==> src/rtl/core/tcw_pkg.sv <==
//------------------------------------------------------------------------------
// Text console character writer package
// Geometry constants, character codes, item and result types, and the
// command and status types shared by the controller and the datapath.
//------------------------------------------------------------------------------
`default_nettype none

package tcw_pkg;

    localparam int COLUMNS    = 80;
    localparam int ROWS       = 25;
    localparam int CELL_COUNT = COLUMNS * ROWS;
    localparam int TAB_STOP   = 8;

    localparam int ADDR_W = $clog2(CELL_COUNT);
    localparam int COL_W  = $clog2(COLUMNS + TAB_STOP);
    localparam int ROW_W  = $clog2(ROWS + 1);
    localparam int TOP_W  = $clog2(ROWS);
    localparam int FILL_W = $clog2(COLUMNS);

    localparam logic [7:0] CODE_NEWLINE   = 8'h0A;
    localparam logic [7:0] CODE_RETURN    = 8'h0D;
    localparam logic [7:0] CODE_TAB       = 8'h09;
    localparam logic [7:0] CODE_BACKSPACE = 8'h08;
    localparam logic [7:0] CODE_SPACE     = 8'h20;
    localparam logic [7:0] DEFAULT_ATTR   = 8'h07;

    localparam logic [1:0] CMD_PUT   = 2'd0;
    localparam logic [1:0] CMD_CLEAR = 2'd1;
    localparam logic [1:0] CMD_READ  = 2'd2;

    typedef struct packed {
        logic [1:0] command;
        logic [7:0] char_code;
        logic [7:0] char_color;
        logic [4:0] read_row;
        logic [6:0] read_col;
    } item_t;

    typedef struct packed {
        logic [6:0] cursor_col;
        logic [4:0] cursor_row;
        logic [7:0] cell_char;
        logic [7:0] cell_color;
        logic       scrolled;
    } result_t;

    typedef enum logic [2:0] {
        KIND_NEWLINE,
        KIND_RETURN,
        KIND_TAB,
        KIND_BACK,
        KIND_PRINT
    } char_kind_t;

    typedef enum logic [3:0] {
        CUR_HOLD,
        CUR_NEWLINE,
        CUR_RETURN,
        CUR_TAB,
        CUR_BACK,
        CUR_ADVANCE,
        CUR_WRAP,
        CUR_SCROLL,
        CUR_HOME
    } cur_op_t;

    typedef enum logic [2:0] {
        ADR_HOLD,
        ADR_CURSOR,
        ADR_READ,
        ADR_BOTTOM,
        ADR_ZERO,
        ADR_INC
    } adr_op_t;

    typedef enum logic [2:0] {
        MEM_NONE,
        MEM_READ,
        MEM_WR_CHAR,
        MEM_WR_BACK,
        MEM_WR_BLANK,
        MEM_WR_DEFAULT
    } mem_op_t;

    typedef struct packed {
        logic    load_item;
        cur_op_t cur_op;
        adr_op_t adr_op;
        mem_op_t mem_op;
        logic    fill_clr;
        logic    scroll_set;
        logic    finish;
    } dp_ctrl_t;

    typedef struct packed {
        logic [1:0] command;
        char_kind_t kind;
        logic       col_zero;
        logic       row_over;
        logic       read_ok;
        logic       fill_last;
        logic       clear_last;
    } dp_status_t;

    typedef enum logic [3:0] {
        ST_INIT,
        ST_IDLE,
        ST_DECODE,
        ST_ADDR,
        ST_READ,
        ST_BACK_WR,
        ST_CHAR_WR,
        ST_WRAP,
        ST_SCROLL,
        ST_FILL_ADDR,
        ST_FILL,
        ST_CLEAR,
        ST_DONE
    } state_t;

endpackage

`default_nettype wire

==> src/rtl/core/tcw_ctrl.sv <==
//------------------------------------------------------------------------------
// Text console controller
// Sequences each command through the datapath: cell writes and reads,
// read-modify-write for backspace, cursor wrap, scroll row fill and full-screen clear.
//------------------------------------------------------------------------------
`default_nettype none

module tcw_ctrl
    import tcw_pkg::*;
(
    input  wire logic       clk,
    input  wire logic       rst_n,
    input  wire logic       start,
    input  wire dp_status_t status,
    output logic            busy,
    output dp_ctrl_t        ctrl
);

    state_t state_reg, state_next;

    always_ff @(posedge clk or negedge rst_n)
    begin
        if (!rst_n)
        begin
            state_reg <= ST_INIT;
        end
        else
        begin
            state_reg <= state_next;
        end
    end

    always_comb
    begin
        state_next      = state_reg;
        ctrl.load_item  = 1'b0;
        ctrl.cur_op     = CUR_HOLD;
        ctrl.adr_op     = ADR_HOLD;
        ctrl.mem_op     = MEM_NONE;
        ctrl.fill_clr   = 1'b0;
        ctrl.scroll_set = 1'b0;
        ctrl.finish     = 1'b0;
        case (state_reg)
            // The cell store powers up unknown, so it is blanked before the first transfer.
            ST_INIT:
            begin
                ctrl.mem_op = MEM_WR_DEFAULT;
                ctrl.adr_op = ADR_INC;
                if (status.clear_last)
                begin
                    state_next = ST_IDLE;
                end
            end
            ST_IDLE:
            begin
                if (start)
                begin
                    ctrl.load_item = 1'b1;
                    state_next     = ST_DECODE;
                end
            end
            ST_DECODE:
            begin
                case (status.command)
                    CMD_PUT:
                    begin
                        case (status.kind)
                            KIND_NEWLINE:
                            begin
                                ctrl.cur_op = CUR_NEWLINE;
                                state_next  = ST_WRAP;
                            end
                            KIND_RETURN:
                            begin
                                ctrl.cur_op = CUR_RETURN;
                                state_next  = ST_WRAP;
                            end
                            KIND_TAB:
                            begin
                                ctrl.cur_op = CUR_TAB;
                                state_next  = ST_WRAP;
                            end
                            KIND_BACK:
                            begin
                                if (status.col_zero)
                                begin
                                    state_next = ST_WRAP;
                                end
                                else
                                begin
                                    ctrl.cur_op = CUR_BACK;
                                    state_next  = ST_ADDR;
                                end
                            end
                            default: state_next = ST_ADDR;
                        endcase
                    end
                    CMD_CLEAR:
                    begin
                        ctrl.adr_op = ADR_ZERO;
                        state_next  = ST_CLEAR;
                    end
                    CMD_READ: state_next = status.read_ok ? ST_ADDR : ST_DONE;
                    default:  state_next = ST_DONE;
                endcase
            end
            ST_ADDR:
            begin
                if (status.command == CMD_READ)
                begin
                    ctrl.adr_op = ADR_READ;
                    state_next  = ST_READ;
                end
                else
                begin
                    ctrl.adr_op = ADR_CURSOR;
                    state_next  = (status.kind == KIND_PRINT) ? ST_CHAR_WR : ST_READ;
                end
            end
            ST_READ:
            begin
                ctrl.mem_op = MEM_READ;
                state_next  = (status.command == CMD_READ) ? ST_DONE : ST_BACK_WR;
            end
            ST_BACK_WR:
            begin
                ctrl.mem_op = MEM_WR_BACK;
                state_next  = ST_WRAP;
            end
            ST_CHAR_WR:
            begin
                ctrl.mem_op = MEM_WR_CHAR;
                ctrl.cur_op = CUR_ADVANCE;
                state_next  = ST_WRAP;
            end
            ST_WRAP:
            begin
                ctrl.cur_op = CUR_WRAP;
                state_next  = ST_SCROLL;
            end
            ST_SCROLL:
            begin
                if (status.row_over)
                begin
                    ctrl.cur_op     = CUR_SCROLL;
                    ctrl.scroll_set = 1'b1;
                    state_next      = ST_FILL_ADDR;
                end
                else
                begin
                    state_next = ST_DONE;
                end
            end
            ST_FILL_ADDR:
            begin
                ctrl.adr_op   = ADR_BOTTOM;
                ctrl.fill_clr = 1'b1;
                state_next    = ST_FILL;
            end
            ST_FILL:
            begin
                ctrl.mem_op = MEM_WR_BLANK;
                ctrl.adr_op = ADR_INC;
                if (status.fill_last)
                begin
                    state_next = ST_DONE;
                end
            end
            ST_CLEAR:
            begin
                ctrl.mem_op = MEM_WR_DEFAULT;
                ctrl.adr_op = ADR_INC;
                if (status.clear_last)
                begin
                    ctrl.cur_op = CUR_HOME;
                    state_next  = ST_DONE;
                end
            end
            ST_DONE:
            begin
                ctrl.finish = 1'b1;
                state_next  = ST_IDLE;
            end
            default: state_next = ST_IDLE;
        endcase
    end

    assign busy = (state_reg != ST_IDLE);

endmodule

`default_nettype wire

==> config.mk <==
export PLATFORM = sky130hd
export DESIGN_NAME = tcw_ctrl
export DESIGN_NICKNAME = d
export VERILOG_FILES = /design/src/rtl/core/tcw_pkg.sv /design/src/rtl/core/tcw_ctrl.sv
export SDC_FILE = /design/constraint.sdc
export NUM_CORES = 1
export LEC_CHECK = 0
export ABC_AREA = 1
export BUFFER_PORTS_ARGS = -buffer_cell sky130_fd_sc_hd__clkbuf_2
export CAP_MARGIN = 5
export CELL_PAD_IN_SITES_DETAIL_PLACEMENT = 1
export CELL_PAD_IN_SITES_GLOBAL_PLACEMENT = 2
export CORE_MARGIN = 3
export CORE_UTILIZATION = 20
export DETAILED_ROUTE_END_ITERATION = 8
export PLACE_DENSITY_LB_ADDON = 0.12
export SYNTH_ARGS = -nofsm -noshare
export SYNTH_HDL_FRONTEND = slang
export SYNTH_SLANG_ARGS = --single-unit
==> constraint.sdc <==
create_clock -name clk -period 1.83 [get_ports clk]
set_clock_uncertainty 0.2 [all_clocks]
set_input_delay 0.183 -clock clk [delete_from_list [all_inputs] [get_ports clk]]
set_output_delay 0.183 -clock clk [all_outputs]
set_load 0.02 [all_outputs]
==> After elaboration in Yosys (flattened, before gate mapping) <==
Cells that the tools add are included.
{ "totals": {"ff_bits": 4, "in_bits": 13} }
{ "classes": {"eq_ne": 23, "mux": 29, "reduce_logical": 8} }
{ "ops": {"columns": ["op", "n"], "rows": [
  ["one-hot mux 4 bit (11 select lines)", 1],
  ["2-to-1 mux 4 bit", 8],
  ["one-hot mux 3 bit (4 select lines)", 2],
  ["== test 4 bit (second input constant)", 5],
  ["one-hot mux 4 bit (5 select lines)", 1],
  ["== test 4 x 3 -> 1 bit (second input constant)", 4],
  ["2-to-1 mux 3 bit", 5],
  ["one-hot mux 3 bit (5 select lines)", 1],
  ["one-hot mux 4 bit (3 select lines)", 1],
  ["== test 4 x 2 -> 1 bit (second input constant)", 2],
  ["!= test 2 bit (second input constant)", 4],
  ["one-hot mux 4 bit (2 select lines)", 1],
  ["== test 3 x 2 -> 1 bit (second input constant)", 2],
  ["2-to-1 mux 1 bit", 6],
  ["2-to-1 mux 2 bit", 3],
  ["OR reduction 3 bit", 2],
  ["== test 4 x 1 -> 1 bit (second input constant)", 1],
  ["zero test 4 bit", 1],
  ["!= test 4 x 1 -> 1 bit (second input constant)", 1],
  ["AND reduction 4 bit", 1],
  ["OR reduction 2 bit", 2],
  ["== test 3 x 1 -> 1 bit (second input constant)", 1],
  ["== test 3 bit (second input constant)", 1],
  ["zero test 3 bit", 1],
  ["other kinds (3)", 3]
]} }

==> Longest topological paths before layout <==
Gate-level depths: netlist (run 1).
{ "depth": {"depth_word": 5, "ltp_mapped": 9} }

==> Least setup slack after synthesis (run 1) <==
OpenSTA, ideal clock, no wires.
{ "synth_timing": {"path_type": "register to output", "start": "register state_reg[2]", "end": "output ctrl[7] in the netlist's numbering", "t_arrival_ps": 1303, "setup_slack_ps": 144, "path_stages_with_launch": 4, "path_buffers": 0, "path_cell_list": "dfrtp_1 -> nor2_1 -> nand2_2 -> o31ai_1"} }
{ "synth_rtl": {"columns": ["item", "line_no", "text"], "rows": [
  ["from (decl)", "tcw_ctrl.sv:19", "state_t state_reg, state_next;"],
  ["from (signal assigned)", "tcw_ctrl.sv:29", "state_reg <= state_next;"],
  ["to (decl)", "tcw_ctrl.sv:16", "output dp_ctrl_t ctrl"]
]} }

==> impl_metrics.json, run 1 <==
{
  "status": "finished clean",
  "avgSynthCellArea_sq_um": 5.57,
  "ios": 28,
  "cp_max_fo": 6,
  "yosysTopAreaCell": "dfrtp_1",
  "nNetsFinal": 152,
  "cp.required_ps": 1450,
  "synthToLayoutAreaGrowth_pct": 61.1,
  "synthTopCellsByArea": "dfrtp_1 18%, nand2_1 18%, nor2_1 11%",
  "setup-tns-final_ps": 0,
  "clkSinkCount": 4,
  "grt_first_pass_wirelength_um": 3610,
  "cts_tree": "built",
  "timing.fmax_mhz": 562,
  "overflow": 0,
  "largest_register_ffs": 4,
  "dp_hpwl_um": 1840,
  "finalCriticalPeriod_ps": 1780,
  "r2r_setup_slack_ps": 240,
  "synth_async_sr_flop_share_pct": 100,
  "cp-end-kind": "primary output",
  "ys_top_cells_by_count": "26 x nand2_1, 16 x nor2_1, 13 x inv_1",
  "place_area_sq_um": 744,
  "clk_pin_slew_ps": 40,
  "drt-initial-drc-count": 15,
  "r2r-end": "state_reg[1]",
  "post-route-period-util_pct": 97.3,
  "drive_gt1_share_pct": 51.8,
  "drc": 0,
  "synth_edf_count": 0,
  "htree_levels": 1,
  "hold_viol_final": 0,
  "vias": 786,
  "fin_area_sq_um": 897,
  "gp_congestion": 0.822,
  "viasPerCell": 4.71,
  "setup.worst_path.start_class": "flip-flop",
  "synthFlopType": "dfrtp_1",
  "crit_start": "state_reg[1]",
  "crit_path_end": "ctrl[6]",
  "vdd_drop_max_uv": 661,
  "cts_inserted_buffers": 3,
  "clk_path_buf_depth": 2,
  "die_w_um": 58.8,
  "maxSlewHeadroom_pct": 86.1,
  "diodes": 0,
  "syn-num-nets": 113,
  "postRouteWirelength_um": 2090,
  "power_leakage_nw": 0.489,
  "powerDensity_mw_per_mm2": 1720,
  "core-area_sq_mm": 0.00257,
  "worstMarginPinSlew_ps": 207,
  "dr.pass1.iters": 4,
  "core.rowCount": 18,
  "initial_utilization_pct": 21.7,
  "clock_latency_ps": 230,
  "r2r_start": "state_reg[2]",
  "port-buffer-count": 27,
  "fill_cells": 351,
  "grt_pass1_vias": 818,
  "path_class": "flip-flop to primary output",
  "syn_area_sq_um": 557,
  "setup_viol": 0,
  "cts_root_buf": "clkbuf_4",
  "antenna_left": 0,
  "maxSlewViolCount": 0,
  "max_cap_viol_count": 0,
  "synth.distinct_cells": 16,
  "grt_start_max_net_pins": 8,
  "r2r_cells": 9,
  "synthCells": 100,
  "ys_seq_area_share_pct": 18.0,
  "wl_per_cell_um": 12.5,
  "fp.dieH_um": 58.8,
  "ys_warn_count": 0,
  "die_area_sq_mm": 0.00345,
  "ys_ff_latch": 4,
  "synth_top_area_share_pct": 18.0,
  "hp-class": "primary input to asynchronous set/reset pin",
  "grtUsageTotal_pct": 13.5,
  "antenna_found_initial": 0,
  "synth_most_common_cell": "nand2_1",
  "worst_ep_arrival_time_ps": 1400,
  "rsz0062_at_grt": "yes"
}
[how the worst min path moves through the flow]
stage,startpoint,end,slack [ps],depth (start not counted)
after floorplan,rst_n,state_reg[0],-310,0
after global placement,rst_n,state_reg[3],-210,1
after detailed placement,rst_n,state_reg[3],-200,1
after CTS,rst_n,state_reg[3],90,2
after global routing,rst_n,state_reg[1],100,2
final,rst_n,state_reg[3],90,2
[through the flow]
stage | total power, W | hold WS (ps) | cells | utilization [%] | setup slack (ps)
finish | 0.00155 | 86.4 | 167 | 34.9 | 49.2
global route | 0.00169 | 102 | 167 | 34.9 | -38.5
CTS | 0.00140 | 85.9 | 165 | 31.4 | -1.05
detailed placement | 0.00122 | -205 | 159 | 29.0 | 155
global placement | 0.00123 | -207 | 159 | 29.0 | 191
floorplan | 0.000885 | -313 | 100 | - | 144
[kinds of logic (layout without fill, tap and decap cells)]
logic type,Yosys count,count (layout),share of synthesized area (%)
flip-flops,4,4,18.0
XOR/XNOR,1,1,1.57
AO/OA/AOI/OAI,9,9,12.4
buffers and inverters,19,56,12.8
AND/OR/NAND/NOR,67,67,55.3
[area by class of cell]
type | count | area, sq um | area share, %
clock buffers | 3 | 22.5 | 2.51
inverters | 19 | 78.8 | 8.79
multi-input cells | 77 | 448 | 49.9
flip-flops and latches | 4 | 105 | 11.7
well taps | 30 | 37.5 | 4.18
repair buffers | 34 | 205 | 22.9
[worst max-delay path, cell delays in order (launching register included)]
cell	delay (ps)
dfrtp_2	470
nand2_2	130
inv_4	100
nand2_2	80
nor2_2	100
nand3b_1	120
clkbuf_2	170
[timing repair]
action	4_1_cts	5_1_grt
gates resized for setup	7	29
hold buffers	1	0
setup buffers	2	2
pin swaps	0	1
endpoints found under the hold margin	4	0
setup endpoints to repair	6	7
[power by group]
part | switching (W) | total (W) | internal [W]
logic | 0.000748 | 0.00120 | 0.000452
clock network | 0.0000352 | 0.000109 | 0.0000733
registers | 0.0000958 | 0.000237 | 0.000142
total | 0.000879 | 0.00155 | 0.000667
[layout by cell type (no fill, tap or decap)]
cell / count
a21boi_0: 1
a21oi_1: 1
buf_4: 12
clkbuf_2: 21
clkbuf_4: 3
dfrtp_2: 4
dlygate4sd3_1: 1
inv_1: 12
inv_2: 4
inv_4: 3
nand2_1: 21
nand2_2: 12
nand3_1: 8
nand3_2: 1
nand3b_1: 4
nand4_1: 1
nor2_1: 13
nor2_2: 4
nor2_4: 3
o211ai_1: 2
o221ai_1: 1
o221ai_2: 2
o31ai_2: 2
xnor2_1: 1
[metal layers]
layer	wire, um	track usage (%)	up-vias
met5	0	0	-
met4	0	1.94	0
met3	84	2.85	0
met2	1040	23.0	19
met1	967	17.7	373
li1	-	-	394
Note: power is estimated with default switching activity, not from simulation.
==> inputs of run 2 (changes only) <==
--- a/config.mk
+++ b/config.mk
@@ -9,9 +9,9 @@
 export BUFFER_PORTS_ARGS = -buffer_cell sky130_fd_sc_hd__clkbuf_2
 export CAP_MARGIN = 5
 export CELL_PAD_IN_SITES_DETAIL_PLACEMENT = 1
-export CELL_PAD_IN_SITES_GLOBAL_PLACEMENT = 2
+export CELL_PAD_IN_SITES_GLOBAL_PLACEMENT = 1
 export CORE_MARGIN = 3
-export CORE_UTILIZATION = 20
+export CORE_UTILIZATION = 27
 export DETAILED_ROUTE_END_ITERATION = 8
 export PLACE_DENSITY_LB_ADDON = 0.12
 export SYNTH_ARGS = -nofsm -noshare
==> constraint.sdc (replaced) <==
create_clock -name clk -period 1.83 [get_ports clk]
set_clock_uncertainty 0.2 [all_clocks]
set_input_delay 0.0915 -clock clk [delete_from_list [all_inputs] [get_ports clk]]
set_output_delay 0.0915 -clock clk [all_outputs]
set_load 0.02 [all_outputs]
==> run 2 against run 1 <==
Effect of this change: cell count fell by 4.8%; utilization rose by 9.1 points; first-iteration DRC count fell by 60%; final area fell by 9.8%; sequential share of layout area rose by 0.96 points; sequential cell count did not move; sequential power fell by 3%; wire length rose by 0.62%; count of clock-buffer cells in the layout did not move; critical path depth fell by 2; worst setup slack improved by 15 ps; largest cell class unchanged.
==> impl_metrics.json, run 2 (synthesis results as in run 1) <==
{
  "drive_gt1_share_pct": 41.0,
  "initial_utilization_pct": 30.3,
  "synthToLayoutAreaGrowth_pct": 45.4,
  "critPathBufInv": 1,
  "viasPerCell": 4.84,
  "ios": 28,
  "vdd_drop_max_uv": 604,
  "r2r-end": "state_reg[1]",
  "finalCriticalPeriod_ps": 1770,
  "cp_max_fo": 5,
  "p_int_w": 0.000565,
  "timing.fmax_mhz": 566,
  "r2r_start": "state_reg[3]",
  "worst_ep_arrival_time_ps": 1470,
  "place_area_sq_um": 731,
  "nNetsFinal": 149,
  "grtUsageTotal_pct": 16.5,
  "crit_path_max_incr_delay_ps": 430,
  "cts_tree": "built",
  "hp-class": "primary input to flip-flop",
  "setup.worst_path.start_class": "flip-flop",
  "overflow": 0,
  "wl_per_cell_um": 13.2,
  "core-area_sq_mm": 0.00184,
  "drt-initial-drc-count": 6,
  "clk_path_buf_depth": 2,
  "switching_share_pct": 59.5,
  "worstMarginPinSlew_ps": 242,
  "cp.depth": 4,
  "antenna_left": 0,
  "grt_pass1_vias": 747,
  "crit_path_end": "ctrl[7]",
  "crit_start": "state_reg[2]",
  "slowest_stage": "dfrtp_1",
  "htree_levels": 1,
  "path_cells": "nor2_2 > nand2_2 > o31ai_1 > clkbuf_2",
  "r2r_cells": 9,
  "fill_cells": 290,
  "cpLargestDelayFamily": "flip-flops",
  "path_class": "flip-flop to primary output",
  "layout_common_cells": "26 x nand2_1, 23 x clkbuf_2, 14 x nor2_1, 12 x inv_1, 9 x nand3_1",
  "comb_power_share_pct": 76.0,
  "status": "finished clean",
  "r2r_setup_slack_ps": 300,
  "vias": 770,
  "drc": 0,
  "fp.dieH_um": 51.4,
  "cts_inserted_buffers": 3,
  "power_w": 0.00140,
  "clkSinkCount": 4,
  "finalWorstSetupSlack_ps": 64.5,
  "cp.required_ps": 1540,
  "cts_root_buf": "clkbuf_4",
  "final_common_cell": "nand2_1",
  "antenna_found_initial": 0,
  "maxSlewViolCount": 0,
  "core.rowCount": 15,
  "power.share.clock_pct": 7.6,
  "hold_start": "status[2]",
  "dp_hpwl_um": 1660,
  "diodes": 0,
  "hold_viol_final": 0,
  "fin_area_sq_um": 810,
  "postRouteWirelength_um": 2100,
  "power.switching_w": 0.000830,
  "post-route-period-util_pct": 96.5,
  "maxSlewHeadroom_pct": 83.9,
  "gp_congestion": 0.884,
  "dr.pass1.iters": 4,
  "pwr-share-seq_pct": 16.4,
  "clk_pin_slew_ps": 30,
  "largest_register_ffs": 4,
  "max_cap_viol_count": 0,
  "cp-end-kind": "primary output",
  "powerDensity_mw_per_mm2": 1720,
  "grt_start_max_net_pins": 8,
  "die_area_sq_mm": 0.00264,
  "die_w_um": 51.4,
  "post-place-ws_ps": 141,
  "power_leakage_nw": 0.465,
  "port-buffer-count": 27,
  "rsz0062_at_grt": "yes",
  "clock_latency_ps": 230,
  "hold_ws_ps": 26.4,
  "grt_first_pass_wirelength_um": 3310,
  "setup-tns-final_ps": 0,
  "setup_viol": 0
}
==> run 2: final cells by class <==
cell class	count	area, sq um	area share [%]
inverter	19	73.8	9.12
sequential	4	103	12.7
multi-input combinational	77	402	49.6
timing repair buffer	31	178	21.9
clock buffer	3	22.5	2.78
tap	25	31.3	3.86
==> run 2: worst min-delay path by stage <==
stage | end | slack, ps | cells after the start
2_1_floorplan | state_reg[0] | -400 | 0
3_3_place_gp | state_reg[0] | -300 | 1
3_5_place_dp | state_reg[1] | -300 | 1
4_1_cts | state_reg[3] | 20 | 4
5_1_grt | state_reg[3] | 50 | 4
6_report | state_reg[3] | 30 | 4
==> run 2: tightest hold or removal path, cell delays in order <==
cell,delay (ps)
clkbuf_2,80
nand2_1,60
nand3_1,80
o211ai_1,90
==> run 2: layer usage <==
layer	part of all wire [%]	GRT usage, %	vias up	routed length, um
met5	0	0	-	0
met4	0	2.62	0	0
met3	4.8	2.92	0	100
met2	51	29.0	30	1070
met1	44	21.2	349	928
li1	-	-	391	-
==> run 2: power groups by stage <==
stage               logic, W  clock network (W)  registers [W]
finish               0.00106           0.000105       0.000229
global route         0.00118           0.000119       0.000233
CTS                  0.00100           0.000111       0.000206
detailed placement  0.000991                  0       0.000204
global placement    0.000980                  0       0.000204
floorplan           0.000697                  0       0.000188
==> run 2: what timing repair did <==
action,in CTS,in global routing
hold buffers,2,0
buffers inserted,0,1
endpoints found under the setup margin,6,7
resized for setup,1,14
endpoints found under the hold margin,4,0
pin swaps,0,1
==> run 2: through the flow <==
step	util, %	std cells
2_1_floorplan	-	100
3_3_place_gp	39.7	153
3_5_place_dp	39.7	153
4_1_cts	42.2	158
5_1_grt	44.0	159
6_report	44.0	159
==> inputs of run 3 (changes only) <==
==> constraint.sdc (replaced) <==
create_clock -name clk -period 2.03 [get_ports clk]
set_clock_uncertainty 0.2 [all_clocks]
set_input_delay 0.1015 -clock clk [delete_from_list [all_inputs] [get_ports clk]]
set_output_delay 0.1015 -clock clk [all_outputs]
set_load 0.02 [all_outputs]
==> run 3 against run 2 <==
Effect of this change: worst setup slack better by 100 ps; sequential share of layout area is 0.48 points higher; highest routed layer is now met4; sequential cell count stayed put; cell count is 1.9% lower.
==> impl_metrics.json, run 3 (synthesis results as in run 1) <==
{
  "clock_latency_ps": 240,
  "r2r_cells": 8,
  "maxSlewViolCount": 0,
  "fin_area_sq_um": 761,
  "timing.fmax_mhz": 537,
  "setup_viol": 0,
  "finalCriticalPeriod_ps": 1860,
  "power_leakage_nw": 0.449,
  "core.rowCount": 15,
  "clk_path_buf_depth": 2,
  "dp_hpwl_um": 1710,
  "clk_pin_slew_ps": 40,
  "vias": 752,
  "fill_cells": 281,
  "hold_viol_final": 0,
  "worstMarginPinSlew_ps": 282,
  "gp_congestion": 0.872,
  "power_w": 0.00118,
  "grt_first_pass_wirelength_um": 3260,
  "cp.required_ps": 1730,
  "fp.dieH_um": 51.4,
  "antenna_left": 0,
  "cts_root_buf": "clkbuf_4",
  "crit_path_end": "ctrl[8]",
  "powerDensity_mw_per_mm2": 1560,
  "layout_common_cells": "27 x clkbuf_2, 26 x nand2_1, 14 x nor2_1, 13 x inv_1, 9 x nand3_1",
  "final_common_cell": "clkbuf_2",
  "overflow": 0,
  "grtUsageTotal_pct": 16.3,
  "rsz0062_at_grt": "no",
  "cts_inserted_buffers": 3,
  "antenna_found_initial": 0,
  "grt_start_max_net_pins": 8,
  "maxSlewHeadroom_pct": 81.2,
  "seq_area_sq_um": 100,
  "hp-class": "primary input to asynchronous set/reset pin",
  "r2r_setup_slack_ps": 530,
  "multiInputGateArea_sq_um": 390,
  "r2r_start": "state_reg[1]",
  "vdd_drop_max_uv": 639,
  "max_cap_viol_count": 0,
  "synthToLayoutAreaGrowth_pct": 36.6,
  "ios": 28,
  "status": "finished clean",
  "drc": 0,
  "port-buffer-count": 27,
  "setup.worst_path.start_class": "flip-flop",
  "diodes": 0,
  "initial_utilization_pct": 30.3,
  "crit_start": "state_reg[1]",
  "largest_register_ffs": 4,
  "path_class": "flip-flop to primary output",
  "postRouteWirelength_um": 1980,
  "drive_gt1_share_pct": 37.4,
  "dr.pass1.iters": 2,
  "viasPerCell": 4.82,
  "die_w_um": 51.4,
  "place_area_sq_um": 723,
  "core-area_sq_mm": 0.00184,
  "drt-initial-drc-count": 4,
  "cts_setup_buffers": 0,
  "worst_ep_arrival_time_ps": 1560,
  "nNetsFinal": 146,
  "clkSinkCount": 4,
  "cts_tree": "built",
  "r2r-end": "state_reg[1]",
  "wl_per_cell_um": 12.7,
  "cp_max_fo": 7,
  "grt_pass1_vias": 737,
  "setup-tns-final_ps": 0,
  "htree_levels": 1,
  "die_area_sq_mm": 0.00264,
  "post-route-period-util_pct": 91.7,
  "cp-end-kind": "primary output"
}
run 3: area by class of cell:
type,count,share of cell area (%)
Tap cell,25,4.11
Timing Repair Buffer,28,19.1
Multi-Input combinational cell,77,51.3
Clock buffer,3,2.96
Sequential cell,4,13.2
Inverter,19,9.37
run 3: what timing repair did:
action                     CTS  global route
gates resized for setup      0             2
setup endpoints to repair    0             7
hold buffers                 1             0
hold endpoints to repair     4             0
run 3: metrics by stage:
stage / hold slack, ps / setup slack (ps) / utilization [%] / instances
after floorplan: -394 / 426 / - / 100
after global placement: -286 / 301 / 39.3 / 152
after detailed placement: -286 / 288 / 39.3 / 152
after CTS: 0.936 / 21.0 / 41.1 / 156
after global routing: 16.7 / 16.7 / 41.4 / 156
final: 13.4 / 169 / 41.4 / 156
run 3: worst min-delay path by stage:
stage                from           end  slack [ps]  cells past startpoint
detailed placement  rst_n  state_reg[2]        -290                      1
floorplan           rst_n  state_reg[0]        -390                      0
global placement    rst_n  state_reg[2]        -290                      1
CTS                 rst_n  state_reg[1]         0.9                      2
finish              rst_n  state_reg[0]          10                      2
global route        rst_n  state_reg[1]          20                      2
run 3: power breakdown:
part	switching (W)	total (W)	internal (W)
combinational	0.000614	0.000894	0.000280
clock	0.0000347	0.000101	0.0000663
sequential	0.0000688	0.000189	0.000120
run 3: per-layer routing:
metal | vias up | wire length, um | global-route usage [%]
li1 | 384 | - | -
met1 | 342 | 890 | 21.5
met2 | 24 | 966 | 28.2
met3 | 2 | 106 | 4.37
met4 | 0 | 15 | 0
met5 | - | 0 | 0
run 3: worst max-delay path: stages, from the launching register on:
cell	delay, ps
dfrtp_1	470
nor2_2	280
nand2_1	130
nand2_1	120
inv_1	60
o31ai_1	60
clkbuf_2	200
